===== src/hw/rtl/mrkb_pkg.sv =====
// ----------------------------------------------------------------------------
// mrkb_pkg: shared types, constants and functions
// Key schedule constants, the queue item type and the masking helpers.
// ----------------------------------------------------------------------------
package mrkb_pkg;

    localparam int ROUNDS       = 32;
    localparam int RCNT_W       = (ROUNDS > 1) ? $clog2(ROUNDS) : 1;
    localparam int RIDX_W       = 5;
    localparam int KEY_W        = 64;
    localparam int RAND_W       = 32;
    localparam int WORD_W       = 32;
    localparam int QUEUE_DEPTH  = 2;
    localparam int QPTR_W       = (QUEUE_DEPTH > 1) ? $clog2(QUEUE_DEPTH) : 1;
    localparam int QCNT_W       = $clog2(QUEUE_DEPTH + 1);
    localparam int M_TDATA_W    = 136;

    // new nibble j takes old nibble NIB_PERM[j]
    localparam logic [3:0] NIB_PERM [16] = '{4'd9, 4'd15, 4'd8, 4'd13, 4'd10, 4'd14,
                                            4'd12, 4'd11, 4'd0, 4'd1, 4'd2, 4'd3,
                                            4'd4, 4'd5, 4'd6, 4'd7};
    localparam logic [3:0] PARITY_FLIP = 4'hF;

    // One classified round: low key nibbles, mask nibbles and round tags
    typedef struct packed {
        logic [WORD_W-1:0] key_lo;
        logic [RAND_W-1:0] rnd;
        logic [RIDX_W-1:0] ridx;
        logic              last;
    } item_t;

    typedef struct packed {
        logic              empty;
        logic              full;
        logic [QCNT_W-1:0] count;
    } q_stat_t;

    function automatic logic [KEY_W-1:0] permute_state(input logic [KEY_W-1:0] v);
        logic [KEY_W-1:0] res;
        res = '0;
        for (int j = 0; j < 16; j++) begin
            res[4*j +: 4] = v[4*NIB_PERM[j] +: 4];
        end
        return res;
    endfunction

    // L(r) = r ^ (parity(r) ? F : 0)
    function automatic logic [3:0] lin_mask(input logic [3:0] r);
        return r ^ (^r ? PARITY_FLIP : 4'h0);
    endfunction

    function automatic logic [15:0] ror16(input logic [15:0] x, input int s);
        logic [31:0] dbl;
        dbl = {x, x} >> s;
        return dbl[15:0];
    endfunction

endpackage


===== src/hw/rtl/masked_round_key_bitslicer.sv =====
// ----------------------------------------------------------------------------
// masked_round_key_bitslicer: masked SKINNY-64-64 round-key bitslicer
// Turns per-round mask nibbles into two-share bitsliced round keys.
// ----------------------------------------------------------------------------
// One mask word in, one round key out, at a sustained rate of one transfer
// per cycle while m_tready stays high; a mask word passes through the queue
// and then the back stage's output register, which raises m_tvalid. The
// front stage holds the 16-nibble key state and the round counter and
// steps them on every accepted word; round 0 reloads from cipher_key, later
// rounds apply the fixed nibble permutation, and the counter wraps after
// ROUNDS-1. A two-entry queue decouples it from the back stage, which
// masks the low eight key nibbles (share1 = r, share0 = w ^ L(r)), gathers
// and rotates the bit planes and holds the result in an output register
// that refills in the same cycle it is drained. A key write takes effect
// at the next round 0; write it only while no rounds are in flight.
// ----------------------------------------------------------------------------
module masked_round_key_bitslicer
(
    input  logic         clk,
    input  logic         rst_n,
    // key register write channel
    input  logic         cfg_valid,
    output logic         cfg_ready,
    input  logic [63:0]  cfg_data,     // cipher_key
    // mask nibble stream
    input  logic         s_tvalid,
    output logic         s_tready,
    input  logic [31:0]  s_tdata,      // [31:0] rand_nibbles
    // round key stream
    output logic         m_tvalid,
    input  logic         m_tready,
    output logic [135:0] m_tdata,      // [31:0] share0_word_ab, [63:32] share0_word_cd,
                                       // [95:64] share1_word_ab, [127:96] share1_word_cd,
                                       // [132:128] round_index, [135:133] zero
    output logic         m_tlast       // last_round
);
    import mrkb_pkg::*;

    logic [KEY_W-1:0] cipher_key_reg;
    logic             push;
    logic             pop;
    item_t            push_item;
    item_t            head_item;
    q_stat_t          q_stat;

    // key register: always ready
    assign cfg_ready = 1'b1;

    always_ff @(posedge clk or negedge rst_n)
    begin
        if (!rst_n)
        begin
            cipher_key_reg <= '0;
        end
        else if (cfg_valid && cfg_ready)
        begin
            cipher_key_reg <= cfg_data;
        end
    end

    mrkb_front u_front
    (
        .clk        (clk),
        .rst_n      (rst_n),
        .cipher_key (cipher_key_reg),
        .in_valid   (s_tvalid),
        .in_ready   (s_tready),
        .in_rand    (s_tdata),
        .q_full     (q_stat.full),
        .push       (push),
        .push_item  (push_item)
    );

    mrkb_queue u_queue
    (
        .clk       (clk),
        .rst_n     (rst_n),
        .push      (push),
        .push_item (push_item),
        .pop       (pop),
        .head_item (head_item),
        .stat      (q_stat)
    );

    // back stage pops whenever its output register can take the head
    logic back_ready;
    assign pop = !q_stat.empty && back_ready;

    mrkb_back u_back
    (
        .clk       (clk),
        .rst_n     (rst_n),
        .in_valid  (!q_stat.empty),
        .in_ready  (back_ready),
        .in_item   (head_item),
        .out_valid (m_tvalid),
        .out_ready (m_tready),
        .out_data  (m_tdata),
        .out_last  (m_tlast)
    );

`ifndef SYNTHESIS
    // final-round flag only on the last round number
    a_last_round: assert property (@(posedge clk) disable iff (!rst_n)
        m_tvalid && m_tlast |-> m_tdata[132:128] == RIDX_W'(ROUNDS - 1))
        else $error("tlast on a round other than the final one");

    // queue occupancy never exceeds its depth
    a_queue_bound: assert property (@(posedge clk) disable iff (!rst_n)
        q_stat.count <= QCNT_W'(QUEUE_DEPTH))
        else $error("queue overflow");

    // a queued round reaches an empty output register in the next cycle
    a_drain: assert property (@(posedge clk) disable iff (!rst_n)
        !q_stat.empty && !m_tvalid |=> m_tvalid)
        else $error("back stage stalled with free output register");

    // nothing pushed while the queue is full
    a_no_push_full: assert property (@(posedge clk) disable iff (!rst_n)
        q_stat.full |-> !push)
        else $error("push into full queue");
`endif

endmodule


===== src/hw/rtl/mrkb_front.sv =====
// ----------------------------------------------------------------------------
// mrkb_front: input stage of the round-key bitslicer
// Accepts mask words, steps the key state and round counter, tags each round.
// ----------------------------------------------------------------------------
module mrkb_front
(
    input  logic                        clk,
    input  logic                        rst_n,
    input  logic [mrkb_pkg::KEY_W-1:0]  cipher_key,
    input  logic                        in_valid,
    output logic                        in_ready,
    input  logic [mrkb_pkg::RAND_W-1:0] in_rand,
    input  logic                        q_full,
    output logic                        push,
    output mrkb_pkg::item_t             push_item
);
    import mrkb_pkg::*;

    logic [KEY_W-1:0]  tk_state_reg, tk_state_next;
    logic [RCNT_W-1:0] round_cnt_reg, round_cnt_next;
    logic [KEY_W-1:0]  cur_key;
    logic              is_last;

    assign in_ready = !q_full;
    assign push     = in_valid && in_ready;

    // round 0 restarts from the programmed key
    assign cur_key = (round_cnt_reg == '0) ? cipher_key : tk_state_reg;
    assign is_last = (round_cnt_reg == RCNT_W'(ROUNDS - 1));

    always_comb
    begin
        push_item.key_lo = cur_key[WORD_W-1:0];
        push_item.rnd    = in_rand;
        push_item.ridx   = RIDX_W'(round_cnt_reg);
        push_item.last   = is_last;

        tk_state_next  = tk_state_reg;
        round_cnt_next = round_cnt_reg;
        if (push)
        begin
            tk_state_next  = permute_state(cur_key);
            round_cnt_next = is_last ? '0 : round_cnt_reg + RCNT_W'(1);
        end
    end

    always_ff @(posedge clk or negedge rst_n)
    begin
        if (!rst_n)
        begin
            tk_state_reg  <= '0;
            round_cnt_reg <= '0;
        end
        else
        begin
            tk_state_reg  <= tk_state_next;
            round_cnt_reg <= round_cnt_next;
        end
    end

endmodule


===== src/hw/rtl/mrkb_queue.sv =====
// ----------------------------------------------------------------------------
// mrkb_queue: short FIFO between front and back
// Register-based, simultaneous push and pop allowed.
// ----------------------------------------------------------------------------
module mrkb_queue
(
    input  logic              clk,
    input  logic              rst_n,
    input  logic              push,
    input  mrkb_pkg::item_t   push_item,
    input  logic              pop,
    output mrkb_pkg::item_t   head_item,
    output mrkb_pkg::q_stat_t stat
);
    import mrkb_pkg::*;

    item_t             mem_reg [QUEUE_DEPTH];
    logic [QPTR_W-1:0] wr_ptr_reg, wr_ptr_next;
    logic [QPTR_W-1:0] rd_ptr_reg, rd_ptr_next;
    logic [QCNT_W-1:0] count_reg, count_next;

    assign head_item  = mem_reg[rd_ptr_reg];
    assign stat.count = count_reg;
    assign stat.empty = (count_reg == '0);
    assign stat.full  = (count_reg == QCNT_W'(QUEUE_DEPTH));

    always_comb
    begin
        wr_ptr_next = wr_ptr_reg;
        rd_ptr_next = rd_ptr_reg;
        count_next  = count_reg;
        if (push)
        begin
            wr_ptr_next = (wr_ptr_reg == QPTR_W'(QUEUE_DEPTH - 1)) ? '0
                        : wr_ptr_reg + QPTR_W'(1);
        end
        if (pop)
        begin
            rd_ptr_next = (rd_ptr_reg == QPTR_W'(QUEUE_DEPTH - 1)) ? '0
                        : rd_ptr_reg + QPTR_W'(1);
        end
        if (push && !pop)
        begin
            count_next = count_reg + QCNT_W'(1);
        end
        else if (pop && !push)
        begin
            count_next = count_reg - QCNT_W'(1);
        end
    end

    always_ff @(posedge clk or negedge rst_n)
    begin
        if (!rst_n)
        begin
            wr_ptr_reg <= '0;
            rd_ptr_reg <= '0;
            count_reg  <= '0;
        end
        else
        begin
            wr_ptr_reg <= wr_ptr_next;
            rd_ptr_reg <= rd_ptr_next;
            count_reg  <= count_next;
        end
    end

    always_ff @(posedge clk)
    begin
        if (push)
        begin
            mem_reg[wr_ptr_reg] <= push_item;
        end
    end

endmodule


===== src/hw/rtl/mrkb_back.sv =====
// ----------------------------------------------------------------------------
// mrkb_back: masking and bitslice stage
// Builds both shares, gathers bit planes, rotates, registers the result.
// ----------------------------------------------------------------------------
module mrkb_back
(
    input  logic                              clk,
    input  logic                              rst_n,
    input  logic                              in_valid,
    output logic                              in_ready,
    input  mrkb_pkg::item_t                   in_item,
    output logic                              out_valid,
    input  logic                              out_ready,
    output logic [mrkb_pkg::M_TDATA_W-1:0]    out_data,
    output logic                              out_last
);
    import mrkb_pkg::*;

    logic                  out_valid_reg, out_valid_next;
    logic [M_TDATA_W-1:0]  out_data_reg;
    logic                  out_last_reg;
    logic [M_TDATA_W-1:0]  data_next;
    logic [7:0]            pl0 [4];
    logic [7:0]            pl1 [4];
    logic [15:0]           rot0 [4];
    logic [15:0]           rot1 [4];
    logic                  take;

    assign in_ready  = !out_valid_reg || out_ready;
    assign take      = in_valid && in_ready;
    assign out_valid = out_valid_reg;
    assign out_data  = out_data_reg;
    assign out_last  = out_last_reg;

    always_comb
    begin
        logic [3:0] r;
        logic [3:0] s0;
        for (int p = 0; p < 4; p++)
        begin
            pl0[p] = '0;
            pl1[p] = '0;
        end
        for (int j = 0; j < 8; j++)
        begin
            r  = in_item.rnd[4*j +: 4];
            s0 = in_item.key_lo[4*j +: 4] ^ lin_mask(r);
            for (int p = 0; p < 4; p++)
            begin
                pl0[p][j] = s0[p];
                pl1[p][j] = r[p];
            end
        end
        // share 0 planes rotate by 0..3, share 1 planes by 4..7
        for (int p = 0; p < 4; p++)
        begin
            rot0[p] = ror16({8'h00, pl0[p]}, p);
            rot1[p] = ror16({8'h00, pl1[p]}, p + 4);
        end
        data_next = {3'b000, in_item.ridx,
                     rot1[3], rot1[2], rot1[1], rot1[0],
                     rot0[3], rot0[2], rot0[1], rot0[0]};
    end

    always_comb
    begin
        out_valid_next = out_valid_reg;
        if (take)
        begin
            out_valid_next = 1'b1;
        end
        else if (out_ready)
        begin
            out_valid_next = 1'b0;
        end
    end

    always_ff @(posedge clk or negedge rst_n)
    begin
        if (!rst_n)
        begin
            out_valid_reg <= 1'b0;
        end
        else
        begin
            out_valid_reg <= out_valid_next;
        end
    end

    always_ff @(posedge clk)
    begin
        if (take)
        begin
            out_data_reg <= data_next;
            out_last_reg <= in_item.last;
        end
    end

endmodule

===== config.mk =====
export PLATFORM = sky130hd
export DESIGN_NAME = masked_round_key_bitslicer
export DESIGN_NICKNAME = d
export VERILOG_FILES = /design/src/hw/rtl/mrkb_pkg.sv /design/src/hw/rtl/masked_round_key_bitslicer.sv /design/src/hw/rtl/mrkb_front.sv /design/src/hw/rtl/mrkb_queue.sv /design/src/hw/rtl/mrkb_back.sv
export SDC_FILE = /design/constraint.sdc
export NUM_CORES = 1
export LEC_CHECK = 0
export ABC_AREA = 0
export BUFFER_PORTS_ARGS = -buffer_cell sky130_fd_sc_hd__buf_2
export CORE_AREA = 8 8 157 195
export DETAILED_ROUTE_END_ITERATION = 10
export DIE_AREA = 0 0 165 203
export GPL_ROUTABILITY_DRIVEN = 0
export PLACE_DENSITY = 0.75
export SYNTH_ARGS = -nofsm -noshare
export SYNTH_HDL_FRONTEND = slang
export SYNTH_SLANG_ARGS = --single-unit

===== constraint.sdc =====
create_clock -name clk -period 5.7 [get_ports clk]
set_input_delay 0.285 -clock clk [delete_from_list [all_inputs] [get_ports clk]]
set_output_delay 0.285 -clock clk [all_outputs]
set_load 0.01 [all_outputs]

# Word level (Yosys, flattened, before mapping)
# Memory sizes are Yosys's and may differ from the RTL's.
# Cells that the tools add are included.
totals:
  input_bits: 101
  output_inout_bits: 140
  regBits: 208
  memories: 1
  ramBits: 140
classes:
  n_addsub: 5
  bitwise: 16
  n_mux: 18
  n_eq_ne: 2
  reduce_logical: 22
mem_list:
  columns: ["memory", "depth", "word_bits", "read_ports", "rd_clocked_by_memory_dff", "wr", "line", "rtl"]
  rows:
  - ["u_queue.mem_reg", 2, 70, 1, 0, 1, "mrkb_queue.sv:17", "item_t mem_reg [QUEUE_DEPTH];"]
op_table:
  columns: ["cell", "count"]
  rows:
  - ["2-to-1 mux 64 bit", 1]
  - ["XOR 4 bit", 16]
  - ["2-to-1 mux 4 bit", 8]
  - ["XOR reduction 4 bit", 8]
  - ["2-to-1 mux 1 bit", 6]
  - ["adder 5 x 1 -> 5 bit, second input constant", 1]
  - ["== test 5 bit, second input constant", 1]
  - ["logical NOT 1 bit", 5]
  - ["logical NOT 5 bit", 1]
  - ["2-to-1 mux 5 bit", 1]
  - ["logical AND 1 bit", 4]
  - ["2-to-1 mux 2 bit", 2]
  - ["nonzero test 2 bit", 2]
  - ["adder 1 bit, second input constant", 2]
  - ["adder 2 x 1 -> 2 bit, second input constant", 1]
  - ["== test 2 bit, second input constant", 1]
  - ["logical NOT 2 bit", 1]
  - ["subtractor 2 x 1 -> 2 bit, second input constant", 1]
  - ["logical OR 1 bit", 1]

# Longest topological paths before layout
depth:
  ltp_word: 7
  ltp_mapped: 9
  depth_no_buf: 7

# Cells and area by module
# A second synthesis with hierarchy kept.
unflattened:
  cells_unflattened: 932
  hier_area_um2: 15697.6
modules_own_cells:
  columns: ["module", "seq_area_each_um2", "cells_each", "area_each_um2", "instances"]
  rows:
  - ["mrkb_queue", 4304.1, 234, 5589.1, 1]
  - ["mrkb_front", 1726.7, 337, 4055.1, 1]
  - ["mrkb_back", 2127.0, 222, 3353.2, 1]
  - ["masked_round_key_bitslicer", 1601.5, 139, 2700.1, 1]

# Worst setup path after synthesis
# Ideal clock, no wire load.
synth_timing:
  kind: "reg-to-reg"
  from: "register u_queue.count_reg[0]"
  to: "memory u_queue.mem_reg[0][0] in the netlist's numbering (enable)"
  required_time_ns: 5.202
  path_stages_with_launch: 4
  setup_slack_ns: 1.618
  arrival_time_ns: 3.583
  cell_sequence: "dfrtp_1 > nand2b_1 > nand2_1 > nor2_1"
synth_between:
  elab_chain_len: 5
synth_lines:
  columns: ["item", "line", "rtl"]
  rows:
  - ["from (decl)", "mrkb_queue.sv:20", "logic [QCNT_W-1:0] count_reg, count_next;"]
  - ["from (signal assigned)", "mrkb_queue.sv:64", "count_reg <= count_next;"]
  - ["== test 2 bit", "mrkb_queue.sv:25", "assign stat.full = (count_reg == QCNT_W'(QUEUE_DEPTH));"]
  - ["logical NOT 1 bit", "mrkb_front.sv:24", "assign in_ready = !q_full;"]
  - ["logical AND 1 bit", "mrkb_front.sv:25", "assign push = in_valid && in_ready;"]
  - ["2-to-1 mux 1 bit", "mrkb_queue.sv:70", "if (push)"]
  - ["2-to-1 mux 1 bit (implied by the code)", "mrkb_queue.sv:72", "mem_reg[wr_ptr_reg] <= push_item;"]
  - ["to (decl)", "mrkb_queue.sv:17", null]
# No other way between the ends.

# Worst setup path in the final report
layout_timing:
  from: "register u_queue.count_reg[0]"
  to: "memory u_queue.mem_reg[0][42] in the netlist's numbering (enable)"
# The elaborated chain is that of the path after synthesis.

==> results.sh <==
export IMPL_num_vias=7524
export IMPL_synth_common_cells="edfxtp_1, mux2_2, dfrtp_1"
export IMPL_row_count=68
export IMPL_die_h_um=203
export IMPL_ys_flop_type="edfxtp_1"
export IMPL_pre_cts_ws_ps=2567
export IMPL_postCtsSetupRepairBufs=0
export IMPL_hold_path_end="cipher_key_reg[3]"
export IMPL_min_period_over_period_pct=45.63
export IMPL_r2r_setup_slack_ps=3100
export IMPL_drc=0
export IMPL_crit_type="reg2reg"
export IMPL_routed_wirelength_mm=27.95
export IMPL_cp_top_family="simple AND/OR/NAND/NOR gates"
export IMPL_ys_warn_count=0
export IMPL_dr_max_layer_used="met4"
export IMPL_clock_path_buffers=3
export IMPL_n_antenna_cell=0
export IMPL_ant_nets=0
export IMPL_final_util_pct=62.30
export IMPL_synthesis_area_um2=14860
export IMPL_overflow=0
export IMPL_power_total_mw=8.831
export IMPL_wl_met3_mm=1.868
export IMPL_wl_met1_mm=11.70
export IMPL_grt_pass1_vias=7952
export IMPL_synth_seq_cells=348
export IMPL_clkLatencyLatePin_ps=500
export IMPL_rsz0062_at_grt="no"
export IMPL_swShare_pct=30.18
export IMPL_syn_to_final_growth_pct=15.21
export IMPL_reg2reg_depth=4
export IMPL_pin_count=241
export IMPL_crit_chain="nand2b_1 > nand2_1 > nor2_4 > buf_4"
export IMPL_drive_gt1_share_pct=35.43
export IMPL_worst_pin_slew_ps=1225
export IMPL_post_route_min_period_ps=2601
export IMPL_slew_violations=0
export IMPL_grt_max_degree=73
export IMPL_outcome="completed"
export IMPL_holdCritStartpoint="cfg_data[3]"
export IMPL_largest_register_ffs=140
export IMPL_synth_top_area_share_pct=42.43
export IMPL_clock_skew_ps=16.90
export IMPL_setup_violations=0
export IMPL_seq_power_share_pct=47.2
export IMPL_h_tree_depth=2
export IMPL_setup_tns_ps=0
export IMPL_fillers=2051
export IMPL_synth_area_leaders="edfxtp_1, dfrtp_1, mux2_2"
export IMPL_cp_slowest_cell="nor2_4"
export IMPL_crit_fanout=41
export IMPL_die_area_um2=33500
export IMPL_peakVddDrop_uv=270.8
export IMPL_nets=1228
export IMPL_reg2reg_to="u_queue.mem_reg[0][42]"
export IMPL_antenna_found_initial=0
export IMPL_hold_depth=2
export IMPL_slew_headroom_pct=18.16
export IMPL_cts_buffers_inserted=34
export IMPL_grt_pass1_wl_mm=43.20
export IMPL_synth_edf_count=210
export IMPL_maxCapViolations=0
export IMPL_cp_num_buf_inv=1
export IMPL_r2r_start="u_queue.count_reg[0]"
export IMPL_drt_iter0_markers=423
export IMPL_p_sw_mw=2.665
export IMPL_hold_viol_final=0
export IMPL_coreArea_um2=27480
export IMPL_clk_pin_slew_ps=60
export IMPL_synth_cells=908
export IMPL_dieWidth_um=165
export IMPL_arrival_ps=2750
export IMPL_yosysSeqAreaShare_pct=65.67
export IMPL_power_share_clock_pct=23.9
export IMPL_yosysTopAreaCell="edfxtp_1"
export IMPL_wl_per_cell_um=18.72
export IMPL_dp_hpwl_mm=19.16
export IMPL_cts_root_buf="clkbuf_16"
export IMPL_clock_fmax_mhz=384.5
export IMPL_cts_tree="built"
export IMPL_synthDistinctLibCells=34
export IMPL_required_ps=5850
export IMPL_start_util_pct=54.07
export IMPL_clock_sinks=348
export IMPL_setup_worst_path_end_class="register"
export IMPL_power_density_nw_per_um2=515.8
export IMPL_synthArstFlopShare_pct=39.66
export IMPL_leakagePower_nw=6.500
export IMPL_p_int_mw=6.166
export IMPL_grtUsageTotal_pct=16.48
export IMPL_io_buffer_count=172
export IMPL_drtPass1Iterations=4
export IMPL_synth_avg_cell_area_um2=16.37
export IMPL_route_met2_wl_mm=13.77
export IMPL_combPwrFrac_pct=28.9
export IMPL_finalWorstSetupSlack_ps=3099
export IMPL_worstSetupStartpointType="register"
export IMPL_hp_class="in2reg"
export IMPL_critical_path_max_stage_delay_ps=990
export IMPL_post_drt_via_cell_ratio=5.040
export IMPL_synth_most_common_cell="edfxtp_1"
placed cells by master (no fill, tap or decap), drive strengths merged, types with 2 or more instances in the layout:
cell / count
edfxtp: 210
buf: 180
mux2: 167
dfrtp: 138
xnor2: 77
mux2i: 75
conb: 68
a21oi: 64
clkbuf: 47
dlygate4sd3: 39
xor2: 28
xnor3: 8
inv: 7
ha: 4
nor2: 4
clkinv: 4
o21ai: 3
and3: 3
nand2b: 2
nand2: 2
nand4: 2
o211ai: 2
bufinv: 2
clkinvlp: 2
per-stage QoR:
| stage | std cells | instance area (µm²) | hold WS, ps |
|---|---|---|---|
| global route | 1493 | 17120 | 1.428 |
| floorplan | 974 | 15110 | -10.59 |
| CTS | 1492 | 17110 | 1.383 |
| global placement | 1398 | 15700 | 313.1 |
| detailed placement | 1398 | 15700 | 317.5 |
| finish | 1493 | 17120 | 15.49 |
what timing repair did:
action | 4_1_cts | 5_1_grt
endpoints found under the hold margin | 135 | 1
resized for setup | 0 | 0
hold buffers | 38 | 1
worst max path at each step:
stage | start | endpoint | cells past startpoint
2_1_floorplan | u_queue.count_reg[0] | u_queue.mem_reg[0][0] | 3
3_3_place_gp | s_tvalid | u_queue.mem_reg[0][11] | 4
3_5_place_dp | s_tvalid | u_queue.mem_reg[0][7] | 4
4_1_cts | u_queue.count_reg[0] | u_queue.mem_reg[0][39] | 4
5_1_grt | u_queue.count_reg[0] | u_queue.mem_reg[0][15] | 4
6_report | u_queue.count_reg[0] | u_queue.mem_reg[0][42] | 4
layout make-up:
type	count	area (µm²)	share of cell area, %
Multi-Input combinational cell	514	4548	26.56
Inverter	6	22.52	0.1315
Clock inverter	9	101.3	0.5919
Timing Repair Buffer	219	1318	7.695
Sequential cell	348	9763	57.02
Tap cell	350	437.9	2.558
Clock buffer	47	930.9	5.437
logic make-up (layout without fill, tap and decap cells):
| kind of cell | Yosys count | count (layout) | synth area share [%] |
|---|---|---|---|
| flops | 348 | 348 | 65.67 |
| mux | 242 | 242 | 17.71 |
| xor+xnor | 113 | 113 | 7.401 |
| buf+inv | 112 | 281 | 5.532 |
| compound gates | 70 | 70 | 2.602 |
| simple gates | 17 | 17 | 0.6988 |
| fa+ha+maj | 4 | 4 | 0.3368 |
| other cells | 2 | 68 | 0.05054 |
layer usage:
layer / vias to the layer above / track usage, %
met3: 37 / 3.080
met4: 0 / 5.029
met2: 216 / 26.85
met1: 3697 / 21.99
met5: - / 0
li1: 3574 / -
power by group through the flow:
stage	logic, mW	registers (mW)	clock network, mW
3_3_place_gp	2.51	4.19	0
6_report	2.56	4.17	2.11
4_1_cts	2.61	4.18	2.16
3_5_place_dp	2.57	4.22	0
5_1_grt	2.80	4.26	2.26
2_1_floorplan	1.82	4.20	0
Power figures use the tool's default switching activity.
